File: src/bir_pkg.sv
// Shared types, constants and the axis mapping function for the bilinear resize unit.
// Depends on nothing; every other file refers to it by scoped names.
package bir_pkg;

	localparam int unsigned MAX_DIM    = 256;
	localparam int unsigned PIXEL_BITS = 16;
	localparam int unsigned FRAC_BITS  = 16;
	localparam int unsigned IDX_BITS   = $clog2(MAX_DIM);
	localparam int unsigned ADDR_BITS  = 2 * IDX_BITS;
	localparam int unsigned DEPTH      = MAX_DIM * MAX_DIM;
	localparam int unsigned DIM_BITS   = 9;
	localparam int unsigned SCALE_BITS = 20;
	localparam int unsigned TWICE_BITS = DIM_BITS + SCALE_BITS;
	localparam int unsigned WGT_BITS   = FRAC_BITS + 1;
	localparam int unsigned HSUM_BITS  = PIXEL_BITS + FRAC_BITS;
	localparam int unsigned ACC_BITS   = PIXEL_BITS + 2 * FRAC_BITS;
	localparam int unsigned CFG_IDX_BITS  = 3;
	localparam int unsigned CFG_DATA_BITS = SCALE_BITS;
	localparam int unsigned IN_DATA_BITS  = 2 * IDX_BITS + PIXEL_BITS;

	localparam logic [TWICE_BITS-1:0] FRAC_ONE = TWICE_BITS'(1) << FRAC_BITS;
	localparam logic [WGT_BITS-1:0]   WGT_ONE  = WGT_BITS'(1) << FRAC_BITS;

	typedef enum logic [CFG_IDX_BITS-1:0] {
		CFG_SRC_ROWS = 3'd0,
		CFG_SRC_COLS = 3'd1,
		CFG_TGT_ROWS = 3'd2,
		CFG_TGT_COLS = 3'd3,
		CFG_ROW_SCALE = 3'd4,
		CFG_COL_SCALE = 3'd5
	} cfg_idx_t;

	typedef struct packed {
		logic                ok;
		logic [IDX_BITS-1:0] ipart;
		logic [FRAC_BITS-1:0] fpart;
	} axis_map_t;

	typedef struct packed {
		logic                 start;
		logic                 ack;
		logic [FRAC_BITS-1:0] fy;
		logic [FRAC_BITS-1:0] fx;
	} interp_ctrl_t;

	typedef struct packed {
		logic                  rd_en;
		logic                  dy;
		logic                  dx;
		logic                  done;
		logic [PIXEL_BITS-1:0] pixel;
	} interp_stat_t;

	// twice = (2*idx+1)*scale; coordinate = (twice - 1.0) / 2, floor.
	function automatic axis_map_t map_axis(input logic [TWICE_BITS-1:0] twice,
	                                       input logic [DIM_BITS-1:0] size);
		logic [DIM_BITS-1:0]   lim;
		logic [TWICE_BITS-2:0] coord;
		logic [TWICE_BITS-2:0] bound;
		axis_map_t             m;
		lim   = (size > DIM_BITS'(MAX_DIM)) ? DIM_BITS'(MAX_DIM) : size;
		coord = (TWICE_BITS-1)'((twice - FRAC_ONE) >> 1);
		bound = (TWICE_BITS-1)'(lim - DIM_BITS'(1)) << FRAC_BITS;
		m.ok    = (twice >= FRAC_ONE) && (lim >= DIM_BITS'(2)) && (coord < bound);
		m.ipart = coord[FRAC_BITS +: IDX_BITS];
		m.fpart = coord[FRAC_BITS-1:0];
		return m;
	endfunction

endpackage

File: src/bir_interp.sv
// Neighbor fetch sequencer and shared multiply-accumulate for one output pixel.
// Depends on bir_pkg for widths and the control/status structs.
module bir_interp (
	input  logic                           clk,
	input  logic                           arst_n,
	input  bir_pkg::interp_ctrl_t          ctrl,
	input  logic [bir_pkg::PIXEL_BITS-1:0] rd_data,
	output bir_pkg::interp_stat_t          stat
);

	localparam logic [3:0] STEP_RD00  = 4'd0;
	localparam logic [3:0] STEP_H0A   = 4'd1;
	localparam logic [3:0] STEP_H0B   = 4'd2;
	localparam logic [3:0] STEP_H0C   = 4'd3;
	localparam logic [3:0] STEP_H1A   = 4'd4;
	localparam logic [3:0] STEP_H1B   = 4'd5;
	localparam logic [3:0] STEP_V1    = 4'd6;
	localparam logic [3:0] STEP_SUM   = 4'd7;
	localparam logic [3:0] STEP_DONE  = 4'd8;

	logic                             run_q;
	logic [3:0]                       st_q;
	logic [bir_pkg::HSUM_BITS-1:0]    prod_q;
	logic [bir_pkg::HSUM_BITS-1:0]    hacc_q;
	logic [bir_pkg::ACC_BITS-1:0]     vprod_q;
	logic [bir_pkg::ACC_BITS-1:0]     acc_q;

	logic [bir_pkg::WGT_BITS-1:0]     fx_w, fy_w, gx_w, gy_w, wgt_h, wgt_v;
	logic [bir_pkg::HSUM_BITS:0]      mult_h;
	logic [bir_pkg::ACC_BITS:0]       mult_v;
	logic [bir_pkg::ACC_BITS-1:0]     rnd;

	assign fx_w = {1'b0, ctrl.fx};
	assign fy_w = {1'b0, ctrl.fy};
	assign gx_w = bir_pkg::WGT_ONE - fx_w;
	assign gy_w = bir_pkg::WGT_ONE - fy_w;

	// even neighbors take the left/top weight, odd ones the right/bottom weight
	assign wgt_h  = st_q[0] ? gx_w : fx_w;
	assign wgt_v  = (st_q == STEP_H1A) ? gy_w : fy_w;
	assign mult_h = (bir_pkg::HSUM_BITS+1)'(rd_data) * (bir_pkg::HSUM_BITS+1)'(wgt_h);
	assign mult_v = (bir_pkg::ACC_BITS+1)'(hacc_q) * (bir_pkg::ACC_BITS+1)'(wgt_v);

	always_ff @(posedge clk or negedge arst_n) begin
		if (!arst_n) begin
			run_q <= 1'b0;
			st_q  <= STEP_RD00;
		end else if (ctrl.start) begin
			run_q <= 1'b1;
			st_q  <= STEP_RD00;
		end else if (run_q) begin
			if (st_q == STEP_DONE) begin
				if (ctrl.ack) begin
					run_q <= 1'b0;
				end
			end else begin
				st_q <= st_q + 4'd1;
			end
		end
	end

	always_ff @(posedge clk) begin
		if (run_q) begin
			case (st_q)
				STEP_H0A: begin
					prod_q <= mult_h[bir_pkg::HSUM_BITS-1:0];
				end
				STEP_H0B: begin
					prod_q <= mult_h[bir_pkg::HSUM_BITS-1:0];
					hacc_q <= prod_q;
				end
				STEP_H0C: begin
					prod_q <= mult_h[bir_pkg::HSUM_BITS-1:0];
					hacc_q <= hacc_q + prod_q;
				end
				STEP_H1A: begin
					prod_q  <= mult_h[bir_pkg::HSUM_BITS-1:0];
					hacc_q  <= prod_q;
					vprod_q <= mult_v[bir_pkg::ACC_BITS-1:0];
				end
				STEP_H1B: begin
					hacc_q <= hacc_q + prod_q;
					acc_q  <= vprod_q;
				end
				STEP_V1: begin
					vprod_q <= mult_v[bir_pkg::ACC_BITS-1:0];
				end
				STEP_SUM: begin
					acc_q <= acc_q + vprod_q;
				end
				default: begin
				end
			endcase
		end
	end

	// round half up, drop both fraction scalings
	assign rnd = acc_q + (bir_pkg::ACC_BITS'(1) << (2 * bir_pkg::FRAC_BITS - 1));

	assign stat.rd_en = run_q && (st_q <= STEP_H0C);
	assign stat.dy    = st_q[1];
	assign stat.dx    = st_q[0];
	assign stat.done  = run_q && (st_q == STEP_DONE);
	assign stat.pixel = rnd[bir_pkg::ACC_BITS-1 -: bir_pkg::PIXEL_BITS];

endmodule

File: config.mk
export PLATFORM = sky130hd
export DESIGN_NAME = bir_interp
export DESIGN_NICKNAME = d
export VERILOG_FILES = /design/src/bir_pkg.sv /design/src/bir_interp.sv
export SDC_FILE = /design/constraint.sdc
export NUM_CORES = 2
export LEC_CHECK = 0
export BUFFER_PORTS_ARGS = -buffer_cell sky130_fd_sc_hd__buf_2
export CAP_MARGIN = 20
export CORE_ASPECT_RATIO = 0.9
export CORE_MARGIN = 2
export CORE_UTILIZATION = 50
export CTS_CLUSTER_SIZE = 10
export DETAILED_ROUTE_END_ITERATION = 10
export PLACE_DENSITY = 0.66
export SLEW_MARGIN = 25
export SYNTH_ARGS = -nofsm -noshare
export SYNTH_HDL_FRONTEND = slang
export SYNTH_SLANG_ARGS = --single-unit
export TNS_END_PERCENT = 100
File: constraint.sdc
create_clock -name clk -period 9.23 [get_ports clk]
set_clock_uncertainty 0.2 [all_clocks]
set_input_delay 1.846 -clock clk [delete_from_list [all_inputs] [get_ports clk]]
set_output_delay 1.846 -clock clk [all_outputs]
set_load 0.02 [all_outputs]
## Word level (Yosys, flattened, before mapping)

Index checks and enable logic that the tools add are counted.

| storage, ports and cells | value |
|---|---|
| register bits | 165 |
| output and inout port bits | 20 |
| word-level logic and storage cells | 49 |

| cells by class | value |
|---|---|
| add/subtract/negate cells | 6 |
| $mul | 2 |
| magnitude comparators | 1 |
| equal/unequal tests | 9 |
| multiplexer cells | 11 |
| reductions and logical operators | 14 |

Operators with widths:

| cell | number |
|---|---|
| $pmux 48 s2 | 1 |
| $pmux 32 s2 | 1 |
| $add 48x32->48 const B | 1 |
| $add 48x48->48 | 1 |
| $mul 32x17->48 | 1 |
| $mux 17 | 2 |
| $sub 17x16->17 const A | 2 |
| $add 32x32->32 | 1 |
| $mul 16x17->32 | 1 |
| $eq 4x3->1 const B | 4 |
| $mux 4 | 3 |
| $reduce_and 2->1 | 5 |
| $eq 4x2->1 const B | 2 |
| $reduce_bool 2->1 | 3 |
| $reduce_or 2->1 | 3 |
| $add 4x1->4 const B | 1 |
| $eq 4x1->1 const B | 1 |
| $eq 4x4->1 const B | 1 |
| $le 4x2->1 const B | 1 |
| $mux 1 | 4 |
| $reduce_or 4->1 | 1 |
| $logic_and 1x1->1 | 2 |
| $ne 2x2->1 const B | 1 |

## Logic depth before layout (Yosys ltp)

| depth | value |
|---|---|
| depth in word-level cells | 4 |
| depth in mapped cells | 34 |
| depth with buffers taken out | 31 |

## Worst setup path after synthesis

OpenSTA, ideal clock, no wires.

| timing | value |
|---|---|
| path type | input-to-reg |
| start | input ctrl[18] (netlist name) |
| end | register vprod_q[44] (netlist name) (data pin) |
| setup time | 0.260 ns |
| arrival time | 9.155 ns |
| data required time | 8.770 ns |
| path slack | -0.385 ns |
| stages on the path | 28 |
| path buffers | 1 |
| cells stage by stage | or4_1 -> nor2_1 -> a21oi_1 -> nor2_1 -> o21ai_0 -> xor2_1 -> clkbuf_1 -> nand2_1 -> fa_1 -> inv_1 -> fa_1 -> fa_1 -> fa_1 -> fa_1 -> inv_1 -> fa_1 -> inv_1 -> ha_1 -> a2111oi_0 -> o21ai_1 -> o2111ai_1 -> o311ai_1 -> o41a_4 -> a21oi_2 -> o221ai_2 -> o41a_1 -> a221oi_2 -> xnor2_1 |

| on the way | value |
|---|---|
| word-level cells in the longest chain between the ends | 3 |

RTL lines:

| item | RTL line | text |
|---|---|---|
| from (decl) | bir_interp.sv:6 | `input bir_pkg::interp_ctrl_t ctrl,` |
| $sub 17x16->17 | bir_interp.sv:36 | `assign gy_w = bir_pkg::WGT_ONE - fy_w;` |
| $mux 17 * | bir_interp.sv:40 | `assign wgt_v = (st_q == STEP_H1A) ? gy_w : fy_w;` |
| $mul 32x17->48 * | bir_interp.sv:42 | `assign mult_v = (bir_pkg::ACC_BITS+1)'(hacc_q) * (bir_pkg::ACC_BITS+1)'(wgt_v);` |
| named net mult_v (one bit) | bir_interp.sv:30 | `logic [bir_pkg::ACC_BITS:0] mult_v;` |
| to (signal assigned) | bir_interp.sv:79 | `vprod_q <= mult_v[bir_pkg::ACC_BITS-1:0];` |
| to (signal assigned) | bir_interp.sv:86 | `vprod_q <= mult_v[bir_pkg::ACC_BITS-1:0];` |
| to (decl) | bir_interp.sv:25 | `logic [bir_pkg::ACC_BITS-1:0] vprod_q;` |

Mark *: on every way through the listed nets, which the timed path passes. The rest lies on a longest branch.
A chain may end at the register's enable or synchronous reset.

## Final worst setup path

| timing | value |
|---|---|
| start | input ctrl[21] (netlist name) |
| end | register vprod_q[39] (netlist name) (data pin) |

Same word-level chain as after synthesis.

==> results.md <==
- Routed len/inst: 16.81 µm
- Synthesized Nets: 5174
- Crit start category: input pin
- Buffer type at the clock tree root: sky130_fd_sc_hd__clkbuf_16
- Count of final max-slew check failures: 0
- Number of H-tree levels: 4
- Post-synth design cell area: 36750 µm²
- Number of buffers inserted by hold repair at cts: 0
- Num rows: 94
- Number of input and output port buffers inserted: 71
- Worst hold slack after final layout: 0.3479 ns
- Worst-skew pair later-pin latency: 0.50 ns
- Slowest-stage cell, CP: sky130_fd_sc_hd__or4_4
- Standard cell area after detailed placement: 39940 µm²
- Setup CP Type: input pin to register
- Final period util: 0.9824
- Reg-to-reg critical path startpoint: st_q[2]
- Layout cell share with drive strength beyond 1: 0.1097
- GRT Resource Usage Total: 0.2481
- Die width: 289.8 µm
- # IOs: 72
- Fin cells: 5302
- Worst Reg2Reg Path Length in Cells: 31
- Remaining number of nets flagged by the antenna check after routing: 0
- Transition time at the pin with the least slew margin: 1.034 ns
- Clock sink total: 165
- Vertical die dimension: 261.2 µm
- Net total in the final layout: 5342
- Vias in the first global route: 29.23k
- Setup violations, final: 0
- Dpl cells: 5255
- EDFF count, synth: 160
- Clk slew on worst S/H paths: 0.07 ns
- Most frequent cells in the layout: 844 x sky130_fd_sc_hd__inv_1, 727 x sky130_fd_sc_hd__nand2_1, 650 x sky130_fd_sc_hd__fa_1, 302 x sky130_fd_sc_hd__ha_1, 255 x sky130_fd_sc_hd__and2_1
- Post-route worst setup slack: 0.1628 ns
- Layout fillers: 6604
- Setup slack, reg-to-reg: 0.99 ns
- Start point of the critical path: ctrl[21]
- Effective utilization at floorplan: 0.5040
- Dominant cell type by area after synthesis: sky130_fd_sc_hd__fa_1
- Post-layout minimum cycle time: 9.067 ns
- Flop and latch count out of synthesis: 165
- Final Hold Viols: 0
- Post-route cell area: 40890 µm²
- Via density per instance: 5.298
- Number of different library cells in the post-synthesis netlist: 70
- Synth Area per Inst: 8.835 µm²
- DRC violation count after routing: 0
- TritonCTS Buffers: 17
- Overall via count from detail_route: 28.09k
- Final wirelength: 89.11 mm
- Remaining global-route overflow: 0
- Top area cells in the synthesized netlist: sky130_fd_sc_hd__fa_1 36%, sky130_fd_sc_hd__edfxtp_1 13%, sky130_fd_sc_hd__ha_1 10%
- Area of the multi-input gates: 28400 µm²
- CTS Buffer Depth: 2
- Arrival time at the worst endpoint: 9.11 ns
- Clock tree from TritonCTS: built
- DR WL met2: 40.12 mm
- WL met1: 40.77 mm
- Area Overhead vs Synth: 11.26%
- Terminus of the critical flop-to-flop path: vprod_q[44]
- Worst Hold Path Cells: 2
- Detailed router's first-iteration violation count: 1842
- Most common cell after layout, fill and taps aside: sky130_fd_sc_hd__inv_1
- Pin count of the biggest net entering global routing: 96
- Portion of the post-synthesis area used by sequential elements: 0.1341
- Area share of the largest cell type after synthesis: 0.3579
- Max Cap Viol: 0
- Synth async-reset ratio: 0.03030
- Sequential cell area: 4930 µm²
- Die area: 75690 µm²
- Flip-flop cell with the highest count after synthesis: sky130_fd_sc_hd__edfxtp_1
- Yosys warning total: 0
- Detailed route wirelength on metal3: 6.223 mm
- Highest routed metal layer: met5
- Number of instances in the synthesized netlist: 4160
- First-pass DRT Iterations: 5
- Critical path destination: vprod_q[39]
- Worst-case headroom to the max-slew limit: 0.3106
- RSZ-0062 raised after global routing: true
- Capturing element type of the critical path: register
- Worst slack at placement: -0.4187 ns
- Global-route wire length before repair: 148.5 mm
- Max frequency: 110.3 MHz
- Area of the core: 72920 µm²
- Class of the tightest hold or removal check: register to register
- Result of the run: finished clean
- HPWL after detailed placement: 72.07 mm
- Maximum fanout along the worst path: 12
- Critical path data required time: 9.27 ns
- Antenna violations before repair: 2
- Final weighted congestion in routability-driven placement: 0.9068
- Largest incremental delay on the critical path: 0.58 ns
==> cell families after synthesis <==
group / Yosys count / share of synthesized area
AO/OA/AOI/OAI: 524 / 0.09090
XOR/XNOR: 190 / 0.04528
adder cells (fa/ha/maj): 962 / 0.4617
buffers and inverters: 1040 / 0.1065
flip-flops: 165 / 0.1341
multiplexers: 14 / 0.004017
AND/OR/NAND/NOR: 1265 / 0.1575
==> worst max-delay path: cells and delay by family <==
family / cells / cell delay (ns)
adder cells (fa/ha/maj): 7 / 3.28
AND/OR/NAND/NOR: 3 / 0.82
XOR/XNOR: 2 / 0.62
buffers and inverters: 11 / 1.42
AO/OA/AOI/OAI: 7 / 1.10
==> registers in the layout, indices dropped and copies added (netlist names) <==
name and cells:
acc_q 48, prod_q 32, hacc_q 32, st_q 4, vprod_q 48, run_q 1
==> cells in the mapped netlist (6+ instances only) <==
library cell,instances
sky130_fd_sc_hd__a31o_2,8
sky130_fd_sc_hd__or2_2,6
sky130_fd_sc_hd__o31ai_1,12
sky130_fd_sc_hd__or3_1,9
sky130_fd_sc_hd__a21o_1,74
sky130_fd_sc_hd__mux2_2,6
sky130_fd_sc_hd__nor3_1,29
sky130_fd_sc_hd__fa_1,657
sky130_fd_sc_hd__clkbuf_1,160
sky130_fd_sc_hd__o21a_1,20
sky130_fd_sc_hd__xnor2_1,125
sky130_fd_sc_hd__o21ai_0,146
sky130_fd_sc_hd__buf_1,26
sky130_fd_sc_hd__nor2_1,102
sky130_fd_sc_hd__ha_1,305
sky130_fd_sc_hd__inv_1,851
sky130_fd_sc_hd__a211o_1,8
sky130_fd_sc_hd__o21bai_1,19
sky130_fd_sc_hd__a211oi_1,17
sky130_fd_sc_hd__a31oi_1,16
sky130_fd_sc_hd__nand2b_1,21
sky130_fd_sc_hd__nand3_1,26
sky130_fd_sc_hd__xor2_1,65
sky130_fd_sc_hd__and3_1,27
sky130_fd_sc_hd__a21oi_1,137
sky130_fd_sc_hd__nand2_1,728
sky130_fd_sc_hd__mux2i_1,8
sky130_fd_sc_hd__nor2b_1,19
sky130_fd_sc_hd__o211ai_1,10
sky130_fd_sc_hd__edfxtp_1,160
sky130_fd_sc_hd__o2111ai_1,6
sky130_fd_sc_hd__nand4_1,20
sky130_fd_sc_hd__and2_1,260
==> timing repair <==
item / in CTS / in global routing
setup buffers: 0 / 11
resized for setup: 0 / 57
setup endpoints to repair: 0 / 18
==> how the worst min path moves through the flow <==
stage                start          to
2_1_floorplan    prod_q[0]   hacc_q[0]
3_3_place_gp   vprod_q[47]   acc_q[47]
3_5_place_dp   vprod_q[47]   acc_q[47]
4_1_cts          prod_q[0]   hacc_q[0]
5_1_grt         prod_q[31]  hacc_q[31]
6_report         prod_q[0]   hacc_q[0]
==> metal layers <==
metal	track usage	vias up
met5	0	-
met4	0.06382	2
li1	-	13180
met1	0.3492	14010
met3	0.05026	124
met2	0.3933	777
==> through the flow <==
stage | util | setup TNS [ns]
after detailed placement | 0.5477 | -4.537
after floorplan | - | -0.07640
after global placement | 0.5477 | -2.966
final | 0.5608 | 0
after global routing | 0.5608 | -0.4328
after CTS | 0.5555 | 0
==> layout make-up <==
class / instances / share of cell area
Clock buffer: 17 / 0.01040
Antenna cell: 1 / 0.00006120
Clock inverter: 15 / 0.003458
Multi-Input combinational cell: 2956 / 0.6944
Inverter: 851 / 0.07812
Timing Repair Buffer: 337 / 0.06358
Sequential cell: 165 / 0.1206
Tap cell: 960 / 0.02937
Power is left out: the tool's default activity adds up to more than one toggle a clock period on the data nets, which glitch-free logic cannot reach.
